`src/hdl/spd_pkg.sv`:
```
// Shared types, constants and tables for the scope peak decimator.
package spd_pkg;

   localparam int MAX_CHANNELS = 8;
   localparam int MAX_COLUMNS  = 1024;
   localparam int SAMPLE_BITS  = 16;

   localparam int GAIN_FRAC_BITS = 8;
   localparam int SCALE_SHIFT    = (SAMPLE_BITS - 1) + GAIN_FRAC_BITS + 1;
   localparam int HEIGHT_LIMIT   = 10240;

   localparam int RECIP_SHIFT = 22;
   localparam int MUL_A_BITS  = 32;
   localparam int MUL_B_BITS  = 23;
   localparam int MUL_P_BITS  = MUL_A_BITS + MUL_B_BITS;

   localparam logic [3:0]  RESET_CHANNEL_SELECT = 4'd0;
   localparam logic [3:0]  RESET_CHANNEL_COUNT  = 4'd2;
   localparam logic [4:0]  RESET_DECIMATION     = 5'd1;
   localparam logic [12:0] RESET_Y_GAIN         = 13'd256;
   localparam logic [10:0] RESET_DISPLAY_HEIGHT = 11'd256;
   localparam logic [10:0] RESET_COLUMN_COUNT   = 11'd512;

   typedef enum logic [2:0] {
      CSR_CHANNEL_SELECT  = 3'd0,
      CSR_CHANNEL_COUNT   = 3'd1,
      CSR_DECIMATION      = 3'd2,
      CSR_Y_GAIN          = 3'd3,
      CSR_DISPLAY_HEIGHT  = 3'd4,
      CSR_COLUMN_COUNT    = 3'd5,
      CSR_FREEZE          = 3'd6
   } csr_index_type;

   typedef enum logic [2:0] {
      ST_IDLE,
      ST_ACCUM,
      ST_DIVIDE,
      ST_COMPARE,
      ST_SCALE_GAIN,
      ST_SCALE_HEIGHT,
      ST_EMIT
   } spd_state_type;

   typedef enum logic [1:0] {
      MUL_HOLD,
      MUL_DIV,
      MUL_GAIN,
      MUL_HEIGHT
   } mul_op_type;

   // ceil(2^22 / c): exact quotient for dividends below 2^19
   function automatic logic [MUL_B_BITS-1:0] recip(input logic [3:0] c);
      logic [MUL_B_BITS-1:0] r;
      case (c)
         4'd2:    r = 23'd2097152;
         4'd3:    r = 23'd1398102;
         4'd4:    r = 23'd1048576;
         4'd5:    r = 23'd838861;
         4'd6:    r = 23'd699051;
         4'd7:    r = 23'd599187;
         4'd8:    r = 23'd524288;
         default: r = 23'd4194304;
      endcase
      return r;
   endfunction

endpackage

```
`src/hdl/spd_mul_unit.sv`:
```
// Shared multiplier: frame-average reciprocal divide and two-step height scaling.
module spd_mul_unit
   import spd_pkg::*;
(
   input  logic                   clock,
   input  mul_op_type             op,
   input  logic [18:0]            sum_mag,
   input  logic [3:0]             count,
   input  logic [18:0]            peak_mag,
   input  logic [12:0]            y_gain,
   input  logic [10:0]            display_height,
   output logic [MUL_P_BITS-1:0]  product
);

   logic [MUL_A_BITS-1:0] mul_a;
   logic [MUL_B_BITS-1:0] mul_b;
   logic [MUL_P_BITS-1:0] product_ff;
   logic [MUL_P_BITS-1:0] product_in;

   always_comb begin
      mul_a = '0;
      mul_b = '0;
      unique case (op)
         MUL_DIV: begin
            mul_a = MUL_A_BITS'(sum_mag);
            mul_b = recip(count);
         end
         MUL_GAIN: begin
            mul_a = MUL_A_BITS'(peak_mag);
            mul_b = MUL_B_BITS'(y_gain);
         end
         MUL_HEIGHT: begin
            mul_a = product_ff[MUL_A_BITS-1:0];
            mul_b = MUL_B_BITS'(display_height);
         end
         default: begin
            mul_a = '0;
            mul_b = '0;
         end
      endcase
      product_in = (op == MUL_HOLD) ? product_ff
                                    : MUL_P_BITS'(mul_a) * MUL_P_BITS'(mul_b);
   end

   always_ff @(posedge clock) begin
      product_ff <= product_in;
   end

   assign product = product_ff;

endmodule

```
`src/hdl/scope_peak_decimator_core.sv`:
```
// Scope peak decimator top level: sequencer, trace state, CSRs and result register.
//
//  channel  | direction | handshake             | payload
//  ---------+-----------+-----------------------+---------------------------------------
//  req      | in        | req_tvalid/req_tready | tdata: sample[15:0]; tuser: start_of_pass
//  rsp      | out       | rsp_tvalid/rsp_tready | tdata: column, height_px; tlast: last col
//  csr      | in        | csr_valid/csr_ready   | csr_index[2:0], csr_data[12:0]
//
// An item mid-frame passes through accept, accumulate and compare; averaging the frame
// adds the reciprocal multiply; ending a column adds two passes through the shared
// multiplier, then saturate and load, held while the result register is full. Ignored
// items (frozen, or no pass active) are dropped in idle. Synchronous active-high reset
// restores register defaults and waits for a start flag. csr is always ready.
module scope_peak_decimator_core
   import spd_pkg::*;
(
   input  logic        clock,
   input  logic        reset,
   input  logic        req_tvalid,
   output logic        req_tready,
   input  logic [15:0] req_tdata,   // [15:0] sample
   input  logic        req_tuser,   // [0] start_of_pass
   output logic        rsp_tvalid,
   input  logic        rsp_tready,
   output logic [31:0] rsp_tdata,   // [9:0] column, [24:10] height_px, [31:25] zero
   output logic        rsp_tlast,
   input  logic        csr_valid,
   output logic        csr_ready,
   input  logic [2:0]  csr_index,
   input  logic [12:0] csr_data
);

   spd_state_type state_ff, state_in;

   logic [3:0]  chan_sel_ff, chan_sel_in;
   logic [3:0]  chan_cnt_ff, chan_cnt_in;
   logic [4:0]  decim_ff, decim_in;
   logic [12:0] y_gain_ff, y_gain_in;
   logic [10:0] disp_h_ff, disp_h_in;
   logic [10:0] col_cnt_ff, col_cnt_in;
   logic        freeze_ff, freeze_in;

   logic [2:0]         pos_ff, pos_in;
   logic [4:0]         frame_ff, frame_in;
   logic [9:0]         col_ff, col_in;
   logic signed [18:0] sum_ff, sum_in;
   logic signed [19:0] peak_ff, peak_in;
   logic               pass_ff, pass_in;

   logic signed [15:0] sample_ff, sample_in;
   logic signed [19:0] cand_ff, cand_in;
   logic               have_ff, have_in;
   logic               sum_neg_ff, sum_neg_in;
   logic               scale_neg_ff, scale_neg_in;
   logic [9:0]         out_col_ff, out_col_in;
   logic               out_last_ff, out_last_in;

   logic               rsp_valid_ff, rsp_valid_in;
   logic [9:0]         rsp_col_ff, rsp_col_in;
   logic signed [14:0] rsp_height_ff, rsp_height_in;
   logic               rsp_last_ff, rsp_last_in;

   logic [3:0]          cnt_eff;
   logic [4:0]          dec_eff;
   logic [10:0]         cols_eff;
   logic                last_chan;
   logic                req_accept;
   logic                out_load;
   logic signed [18:0]  sum_total;
   logic [18:0]         sum_mag;
   logic [18:0]         peak_mag;
   logic signed [19:0]  peak_new;
   logic [19:0]         quot;
   logic [30:0]         scaled;
   logic [14:0]         sat_mag;
   mul_op_type          mul_op;
   logic [MUL_P_BITS-1:0] product;

   function automatic logic [19:0] mag20(input logic signed [19:0] x);
      return x[19] ? 20'(-x) : 20'(x);
   endfunction

   spd_mul_unit u_mul (
      .clock          (clock),
      .op             (mul_op),
      .sum_mag        (sum_mag),
      .count          (cnt_eff),
      .peak_mag       (peak_mag),
      .y_gain         (y_gain_ff),
      .display_height (disp_h_ff),
      .product        (product)
   );

   assign req_tready = (state_ff == ST_IDLE);
   assign req_accept = req_tvalid && req_tready;
   assign csr_ready  = 1'b1;
   assign out_load   = (state_ff == ST_EMIT) && (!rsp_valid_ff || rsp_tready);

   assign cnt_eff  = (chan_cnt_ff == 4'd0) ? 4'd1
                   : (chan_cnt_ff > 4'(MAX_CHANNELS)) ? 4'(MAX_CHANNELS) : chan_cnt_ff;
   assign dec_eff  = (decim_ff == 5'd0) ? 5'd1 : decim_ff;
   assign cols_eff = (col_cnt_ff == 11'd0) ? 11'd1
                   : (col_cnt_ff > 11'(MAX_COLUMNS)) ? 11'(MAX_COLUMNS) : col_cnt_ff;
   assign last_chan = ({1'b0, pos_ff} + 4'd1) >= cnt_eff;

   assign sum_total = sum_ff + 19'(sample_ff);
   assign sum_mag   = sum_total[18] ? 19'(-sum_total) : 19'(sum_total);
   assign peak_mag  = 19'(mag20(peak_ff));
   assign peak_new  = (have_ff && (mag20(cand_ff) > mag20(peak_ff))) ? 20'(-cand_ff) : peak_ff;
   assign quot      = product[RECIP_SHIFT+19:RECIP_SHIFT];
   assign scaled    = product[MUL_P_BITS-1:SCALE_SHIFT];
   assign sat_mag   = (scaled > 31'(HEIGHT_LIMIT)) ? 15'(HEIGHT_LIMIT) : scaled[14:0];

   always_comb begin
      chan_sel_in = chan_sel_ff;
      chan_cnt_in = chan_cnt_ff;
      decim_in    = decim_ff;
      y_gain_in   = y_gain_ff;
      disp_h_in   = disp_h_ff;
      col_cnt_in  = col_cnt_ff;
      freeze_in   = freeze_ff;
      if (csr_valid && csr_ready) begin
         unique case (csr_index)
            CSR_CHANNEL_SELECT: chan_sel_in = csr_data[3:0];
            CSR_CHANNEL_COUNT:  chan_cnt_in = csr_data[3:0];
            CSR_DECIMATION:     decim_in    = csr_data[4:0];
            CSR_Y_GAIN:         y_gain_in   = csr_data;
            CSR_DISPLAY_HEIGHT: disp_h_in   = csr_data[10:0];
            CSR_COLUMN_COUNT:   col_cnt_in  = csr_data[10:0];
            CSR_FREEZE:         freeze_in   = csr_data[0];
            default:            ;
         endcase
      end
   end

   always_comb begin
      state_in     = state_ff;
      pos_in       = pos_ff;
      frame_in     = frame_ff;
      col_in       = col_ff;
      sum_in       = sum_ff;
      peak_in      = peak_ff;
      pass_in      = pass_ff;
      sample_in    = sample_ff;
      cand_in      = cand_ff;
      have_in      = have_ff;
      sum_neg_in   = sum_neg_ff;
      scale_neg_in = scale_neg_ff;
      out_col_in   = out_col_ff;
      out_last_in  = out_last_ff;
      mul_op       = MUL_HOLD;

      unique case (state_ff)
         ST_IDLE: begin
            if (req_accept && !freeze_ff) begin
               sample_in = req_tdata;
               if (req_tuser) begin
                  pos_in   = '0;
                  frame_in = '0;
                  col_in   = '0;
                  sum_in   = '0;
                  peak_in  = '0;
                  pass_in  = 1'b1;
                  state_in = ST_ACCUM;
               end else if (pass_ff) begin
                  state_in = ST_ACCUM;
               end
            end
         end
         ST_ACCUM: begin
            have_in = 1'b0;
            cand_in = 20'(sample_ff);
            state_in = ST_COMPARE;
            if (chan_sel_ff == 4'd0) begin
               if (last_chan) begin
                  sum_in     = '0;
                  sum_neg_in = sum_total[18];
                  mul_op     = MUL_DIV;
                  state_in   = ST_DIVIDE;
               end else begin
                  sum_in = sum_total;
               end
            end else if (({1'b0, pos_ff} + 4'd1) == chan_sel_ff) begin
               have_in = 1'b1;
            end
         end
         ST_DIVIDE: begin
            cand_in  = sum_neg_ff ? 20'(-quot) : quot;
            have_in  = 1'b1;
            state_in = ST_COMPARE;
         end
         ST_COMPARE: begin
            peak_in  = peak_new;
            state_in = ST_IDLE;
            if (!last_chan) begin
               pos_in = pos_ff + 3'd1;
            end else begin
               pos_in = '0;
               if ((6'(frame_ff) + 6'd1) < 6'(dec_eff)) begin
                  frame_in = frame_ff + 5'd1;
               end else begin
                  frame_in    = '0;
                  out_col_in  = col_ff;
                  out_last_in = (11'(col_ff) + 11'd1) >= cols_eff;
                  if ((11'(col_ff) + 11'd1) >= cols_eff) begin
                     pass_in = 1'b0;
                     col_in  = '0;
                  end else begin
                     col_in = col_ff + 10'd1;
                  end
                  if (chan_sel_ff <= cnt_eff) begin
                     state_in = ST_SCALE_GAIN;
                  end else begin
                     peak_in = '0;
                  end
               end
            end
         end
         ST_SCALE_GAIN: begin
            mul_op       = MUL_GAIN;
            scale_neg_in = peak_ff[19];
            peak_in      = '0;
            state_in     = ST_SCALE_HEIGHT;
         end
         ST_SCALE_HEIGHT: begin
            mul_op   = MUL_HEIGHT;
            state_in = ST_EMIT;
         end
         ST_EMIT: begin
            if (out_load) begin
               state_in = ST_IDLE;
            end
         end
         default: state_in = ST_IDLE;
      endcase
   end

   always_comb begin
      rsp_valid_in  = rsp_valid_ff;
      rsp_col_in    = rsp_col_ff;
      rsp_height_in = rsp_height_ff;
      rsp_last_in   = rsp_last_ff;
      if (out_load) begin
         rsp_valid_in  = 1'b1;
         rsp_col_in    = out_col_ff;
         rsp_height_in = scale_neg_ff ? 15'(-sat_mag) : sat_mag;
         rsp_last_in   = out_last_ff;
      end else if (rsp_tready) begin
         rsp_valid_in = 1'b0;
      end
   end

   always_ff @(posedge clock) begin
      if (reset) begin
         state_ff     <= ST_IDLE;
         chan_sel_ff  <= RESET_CHANNEL_SELECT;
         chan_cnt_ff  <= RESET_CHANNEL_COUNT;
         decim_ff     <= RESET_DECIMATION;
         y_gain_ff    <= RESET_Y_GAIN;
         disp_h_ff    <= RESET_DISPLAY_HEIGHT;
         col_cnt_ff   <= RESET_COLUMN_COUNT;
         freeze_ff    <= 1'b0;
         pos_ff       <= '0;
         frame_ff     <= '0;
         col_ff       <= '0;
         sum_ff       <= '0;
         peak_ff      <= '0;
         pass_ff      <= 1'b0;
         rsp_valid_ff <= 1'b0;
      end else begin
         state_ff     <= state_in;
         chan_sel_ff  <= chan_sel_in;
         chan_cnt_ff  <= chan_cnt_in;
         decim_ff     <= decim_in;
         y_gain_ff    <= y_gain_in;
         disp_h_ff    <= disp_h_in;
         col_cnt_ff   <= col_cnt_in;
         freeze_ff    <= freeze_in;
         pos_ff       <= pos_in;
         frame_ff     <= frame_in;
         col_ff       <= col_in;
         sum_ff       <= sum_in;
         peak_ff      <= peak_in;
         pass_ff      <= pass_in;
         rsp_valid_ff <= rsp_valid_in;
      end
   end

   always_ff @(posedge clock) begin
      sample_ff     <= sample_in;
      cand_ff       <= cand_in;
      have_ff       <= have_in;
      sum_neg_ff    <= sum_neg_in;
      scale_neg_ff  <= scale_neg_in;
      out_col_ff    <= out_col_in;
      out_last_ff   <= out_last_in;
      rsp_col_ff    <= rsp_col_in;
      rsp_height_ff <= rsp_height_in;
      rsp_last_ff   <= rsp_last_in;
   end

   assign rsp_tvalid = rsp_valid_ff;
   assign rsp_tdata  = {7'd0, rsp_height_ff, rsp_col_ff};
   assign rsp_tlast  = rsp_last_ff;

   a_height_sat: assert property (@(posedge clock) disable iff (reset)
      rsp_valid_ff |-> (rsp_height_ff <= 15'sd10240) && (rsp_height_ff >= -15'sd10240))
      else $error("height_px outside saturation range");

   a_emit_order: assert property (@(posedge clock) disable iff (reset)
      (state_ff == ST_EMIT) |-> ($past(state_ff) == ST_SCALE_HEIGHT)
                                || ($past(state_ff) == ST_EMIT))
      else $error("result emitted without scaling");

   a_pass_end: assert property (@(posedge clock) disable iff (reset)
      (out_load && out_last_ff) |=> !pass_ff)
      else $error("pass still active after last column");

endmodule
```
`config.mk`:
```
export PLATFORM = sky130hd
export DESIGN_NAME = scope_peak_decimator_core
export DESIGN_NICKNAME = d
export VERILOG_FILES = /design/src/hdl/spd_pkg.sv /design/src/hdl/spd_mul_unit.sv /design/src/hdl/scope_peak_decimator_core.sv
export SDC_FILE = /design/constraint.sdc
export NUM_CORES = 2
export LEC_CHECK = 0
export BUFFER_PORTS_ARGS = -buffer_cell sky130_fd_sc_hd__buf_2
export CELL_PAD_IN_SITES_DETAIL_PLACEMENT = 1
export CELL_PAD_IN_SITES_GLOBAL_PLACEMENT = 2
export CORE_MARGIN = 2
export CORE_UTILIZATION = 45
export CTS_CLUSTER_DIAMETER = 50
export DETAILED_ROUTE_END_ITERATION = 7
export PLACE_DENSITY = 0.87
export REMOVE_ABC_BUFFERS = 1
export SLEW_MARGIN = 20
export SYNTH_ARGS = -nofsm -noshare
export SYNTH_HDL_FRONTEND = slang
export SYNTH_SLANG_ARGS = --single-unit
export TNS_END_PERCENT = 20
```
`constraint.sdc`:
```
create_clock -name clock -period 17.7 [get_ports clock]
set_clock_uncertainty 0.2 [all_clocks]
set_input_delay 3.54 -clock clock [delete_from_list [all_inputs] [get_ports clock]]
set_output_delay 3.54 -clock clock [all_outputs]
set_load 0.01 [all_outputs]
```
==> results.txt <==
----------------------------------------------------
[Run status]
  Outcome ... finished clean

[Yosys]
  Parity-gate share of the synthesized area counting xor and xnor cells ... 4.198%
  Complex-gate fraction of the synthesized area ... 9.516%
  Count of cell types in the netlist ... 80
  Netlist Area Pre-Place ... 35880 um^2
  Share of synthesized cell area in full adder, half adder and majority cells ... 43.79%
  Fraction of registers with async set or reset after synthesis ... 0%
  Cell type with the largest total area after synthesis ... sky130_fd_sc_hd__fa_1
  Cells after synthesis ... 3975
  Register bit count reported by yosys ... approximately 240
  Fraction of post-synthesis cell area in the top cell type by area ... 35.04%
  Leading cell types by total area after synthesis ... sky130_fd_sc_hd__fa_1 (35%), sky130_fd_sc_hd__edfxtp_1 (11%), sky130_fd_sc_hd__ha_1 (8.8%), sky130_fd_sc_hd__inv_1 (7.7%), sky130_fd_sc_hd__dfxtp_1 (6.2%)
  Total of warnings raised by yosys ... 0
  Top flip-flop cell by instance count after synthesis ... sky130_fd_sc_hd__edfxtp_1
  Number of synthesized flops with an enable pin ... about 130
  Average cell area after synthesis ... 9.027 um^2
  Combinational family with the most area after synthesis ... adder cells
  Mux share of post-synthesis cell area ... 0.9206%
  Share of synthesized cell area in and, or, nand and nor gates ... 14.60%
  Sequential-to-total area share from yosys stat ... 17.16%

[Clock network]
  Clk_lat worst skew ... 0.59 ns
  Total clock buffers created by CTS ... 29
  CTS Root Buffer Type ... sky130_fd_sc_hd__clkbuf_16
  CTS tree ... yes
  Depth of the CTS H-tree ... 1
  Clock slew at the register clock pins of the worst setup and hold paths ... 0.07 ns
  Cells resized by post-CTS repair ... 0
  Setup bufs post-CTS ... 0
  Hold-fix buffer count after cts ... 0
  Clk sinks ... around 240
  Max clock buf depth ... 3

[Setup path]
  Cell with the most instances on the worst path ... sky130_fd_sc_hd__fa_1
  Worst EP required ... 17.82 ns
  Type of destination of the critical path ... flip-flop
  Worst reg2reg path endpoint ... u_mul.product[43]$_DFFE_PP_
  Worst Path Class, Setup ... reg -> reg
  Startpoint of the most critical setup path ... chan_cnt_ff[1]$_SDFFE_PP1P_
  Setup slack, reg-to-reg ... about 5.3 ns
  Stage delay of the slowest cell on the critical path ... 1.02 ns
  Path depth of the worst reg2reg path ... 35
  Crit path capture ... u_mul.product[43]$_DFFE_PP_
  Crit start category ... flip-flop
  CP Max Fanout ... 22
  Slowest CP cell ... sky130_fd_sc_hd__and3_1
  CP arrival ... about 13 ns
  Startpoint of the most critical register-to-register path ... chan_cnt_ff[1]$_SDFFE_PP1P_

[Finish]
  Filler Cell Count ... about 9200
  Number of nets at the end of the flow ... around 5000
  P&R area growth vs syn ... 8.180%
  Number of diodes ... 0
  Finished layout cell area ... just under 40000 um^2
  Share of post-route cells with drive strength above 1 ... just over 5%

[Global route]
  Via count of the first global-routing pass ... 30800
  Antenna violations before repair ... 2
  Global-route wire length before repair ... 183400 um
  GR Util All Layers ... between 20 and 30%
  Largest net degree at the start of global routing ... 85
  Total grt overflow ... 0

[Die]
  Height of the chip ... 286.4 um
  Width of the die ... about 290 um
  Core Box Area ... 79000 um^2
  Rows ... 103
  IO Pins ... 74
  Initial Util ... a little under half
  Area enclosed by the die boundary ... 82010 um^2

[STA]
  Relative max-transition margin ... 19.43%
  Timing-limited maximum frequency ... approximately 81 MHz
  Final Hold Violating Endpoints ... 0
  Final min period ... 12.38 ns
  Final setup violation count ... 0
  Max-slew violation count ... 0
  Total negative slack for setup checks ... 0 ns
  Final cycle utilization of the critical path ... 69.96%
  Unrepaired setup endpoints after global routing ... false
  Actual slew at the worst max-slew pin ... 1.209 ns
  Worst hold slack after final layout ... ~0.22 ns

[Placed design]
  Instance area after placement ... around 38000 um^2
  Weighted congestion reported at the end of routability-driven placement ... 0.9726
  Count of port buffers added during placement ... 65
  Detail Placement HPWL ... 93210 um

[Power and ir drop]
  Net Switching ... slightly below 2 mW
  Maximum vdd ir drop ... 0.1521 mV
  LEAKAGE ... 18.14 nW
  P_int ... 2.133 mW
  Net switching fraction of the power ... 47.40%
  Pwr dens ... 104.5 nW/um^2
  Fraction of power consumed by combinational cells ... 64.0%
  Clock network fraction of design power ... 14.9%
  Reg power frac ... 21.1%

[Drt]
  Met2 WL ... roughly 56000 um
  Met3 WL ... 6680 um
  Detailed-routing iteration count for the pre-antenna-repair pass ... 5
  Sum of routed wire length over all layers ... 116400 um
  # DRC ... 0
  Count of antenna-violating nets left after detailed routing ... 0
  Routed vias/inst ... around 5.4
  Via count of the routed design ... about 28000
  Starting DRT DRC Count ... around 1700
  Post-DR wirelength/cell ... about 23 um
  Top routing layer in use ... met4
  Met1 routed wirelength after detailed routing ... 47620 um

[Job]
  Count of maximum capacitance violations ... 0

[Hold path]
  Path category of the worst min-delay check ... reg -> reg

----------------------------------------------------
## critical path, delay by kind of cell, from the launching register on
family	cells	cell delay, ns
adders and majority gates	9	4.16
AOI/OAI and AO/OA	11	3.43
and+or+nand+nor	9	3.31
DFF	1	0.55
buffers and inverters	5	0.25
xor gates and xnor gates	1	0.14
## cell usage after synthesis (18+ instances only)
cell and instances:
sky130_fd_sc_hd__nand2_1 548, sky130_fd_sc_hd__a221o_1 19, sky130_fd_sc_hd__fa_1 628, sky130_fd_sc_hd__o21ai_0 88, sky130_fd_sc_hd__a21o_1 61, sky130_fd_sc_hd__nor2_1 394
sky130_fd_sc_hd__xnor2_1 101, sky130_fd_sc_hd__mux2i_1 33, sky130_fd_sc_hd__or3_1 18, sky130_fd_sc_hd__a21oi_1 154, sky130_fd_sc_hd__edfxtp_1 131, sky130_fd_sc_hd__dfxtp_1 111
sky130_fd_sc_hd__clkbuf_1 154, sky130_fd_sc_hd__xor2_1 71, sky130_fd_sc_hd__ha_1 251, sky130_fd_sc_hd__nor3_1 30, sky130_fd_sc_hd__and3_1 32, sky130_fd_sc_hd__nor2b_1 24
sky130_fd_sc_hd__nand3_1 40, sky130_fd_sc_hd__a22oi_1 25, sky130_fd_sc_hd__nand4_1 21, sky130_fd_sc_hd__inv_1 735, sky130_fd_sc_hd__nand2b_1 31
## per-layer routing
metal,vias to the layer above,track usage [%]
met5,-,0
met4,0,12.19
met3,236,4.960
met2,740,49.87
met1,14530,37.46
li1,12580,-
## power by group through the flow
stage	registers (mW)	clock network, mW	logic [mW]
floorplan	0.829	0	1.87
global placement	0.863	0	2.31
detailed placement	0.866	0	2.34
CTS	0.854	0.613	2.35
global route	0.862	0.635	2.93
finish	0.855	0.604	2.60
## placed cells by master, fill, tap and decap left out, types with 7 or more instances in the layout
master                      count
sky130_fd_sc_hd__nor3b_1        9
sky130_fd_sc_hd__nand2b_1      30
sky130_fd_sc_hd__clkbuf_16     29
sky130_fd_sc_hd__nor4_1        11
sky130_fd_sc_hd__a221oi_1      11
sky130_fd_sc_hd__or2_2          8
sky130_fd_sc_hd__and2_1        13
sky130_fd_sc_hd__a211oi_1      14
sky130_fd_sc_hd__or3_1         18
sky130_fd_sc_hd__ha_1         251
sky130_fd_sc_hd__o41ai_1        8
sky130_fd_sc_hd__a31oi_1       15
sky130_fd_sc_hd__or4_1         11
sky130_fd_sc_hd__o21bai_1      11
sky130_fd_sc_hd__buf_4         49
sky130_fd_sc_hd__a22oi_1       25
sky130_fd_sc_hd__a21oi_1      151
sky130_fd_sc_hd__fa_1         628
sky130_fd_sc_hd__nand4_1       21
sky130_fd_sc_hd__nor2_1       392
sky130_fd_sc_hd__mux2i_1       33
sky130_fd_sc_hd__conb_1       164
sky130_fd_sc_hd__inv_1        735
sky130_fd_sc_hd__xnor2_1      101
sky130_fd_sc_hd__buf_2         65
sky130_fd_sc_hd__a21o_1        61
sky130_fd_sc_hd__dfxtp_1      111
sky130_fd_sc_hd__nor2b_1       24
sky130_fd_sc_hd__nand3_1       40
sky130_fd_sc_hd__a221o_1       18
sky130_fd_sc_hd__xor2_1        71
sky130_fd_sc_hd__o22ai_1        8
sky130_fd_sc_hd__o31ai_1       14
sky130_fd_sc_hd__o21ai_0       86
sky130_fd_sc_hd__edfxtp_1     131
sky130_fd_sc_hd__nand2_1      548
sky130_fd_sc_hd__a221oi_2       7
sky130_fd_sc_hd__nor3_1        30
sky130_fd_sc_hd__o21a_1        11
sky130_fd_sc_hd__and3_1        32
## cell families (layout without fill, tap and decap cells)
logic type	after synthesis	after routing
buf+inv	923	906
xor+xnor	172	172
compound gates	510	510
flops	242	242
fa+ha+maj	879	879
mux	33	33
other cells	2	164
simple gates	1214	1214
## sequential cells by signal, summed over array words and instances, names as in the netlist, 3 cells and up
| name | count |
|---|---|
| chan_sel_ff | 4 |
| rsp_height_ff | 15 |
| sample_ff | 16 |
| u_mul.product | 55 |
| out_col_ff | 10 |
| col_ff | 10 |
| sum_ff | 19 |
| cand_ff | 20 |
| y_gain_ff | 13 |
| rsp_col_ff | 10 |
| col_cnt_ff | 11 |
| peak_ff | 20 |
| decim_ff | 5 |
| chan_cnt_ff | 4 |
| pos_ff | 3 |
| state_ff | 3 |
| disp_h_ff | 11 |
| frame_ff | 5 |
## area by class of cell
cell class / instances / area (um^2) / share of cell area, %
Multi-Input combinational cell: 2972 / 26930 / 69.39
Sequential cell: 242 / 6156 / 15.86
Inverter: 737 / 2766 / 7.127
Tap cell: 1050 / 1314 / 3.384
Clock buffer: 34 / 744.5 / 1.918
Timing Repair Buffer: 115 / 708.2 / 1.824
Clock inverter: 20 / 193.9 / 0.4996
## through the flow
step	util (%)	worst slack, ns	std cells	total power, mW
4_1_cts	49.10	5.453	5168	3.818
5_1_grt	49.14	4.653	5170	4.427
6_report	49.14	5.317	5170	4.056
2_1_floorplan	-	6.629	3951	2.697
3_3_place_gp	47.91	5.785	5114	3.168
3_5_place_dp	47.91	5.486	5114	3.206
## how the worst min path moves through the flow
stage                       startpoint                      end  depth (start not counted)
2_1_floorplan  out_col_ff[0]$_DFFE_PP_  rsp_col_ff[0]$_DFFE_PP_                          0
3_3_place_gp   out_col_ff[5]$_DFFE_PP_  rsp_col_ff[5]$_DFFE_PP_                          0
3_5_place_dp   out_col_ff[4]$_DFFE_PP_  rsp_col_ff[4]$_DFFE_PP_                          0
4_1_cts        out_col_ff[6]$_DFFE_PP_  rsp_col_ff[6]$_DFFE_PP_                          0
5_1_grt        out_col_ff[3]$_DFFE_PP_  rsp_col_ff[3]$_DFFE_PP_                          0
6_report       out_col_ff[3]$_DFFE_PP_  rsp_col_ff[3]$_DFFE_PP_                          0
No activity file was read; power rests on OpenSTA's default activity.
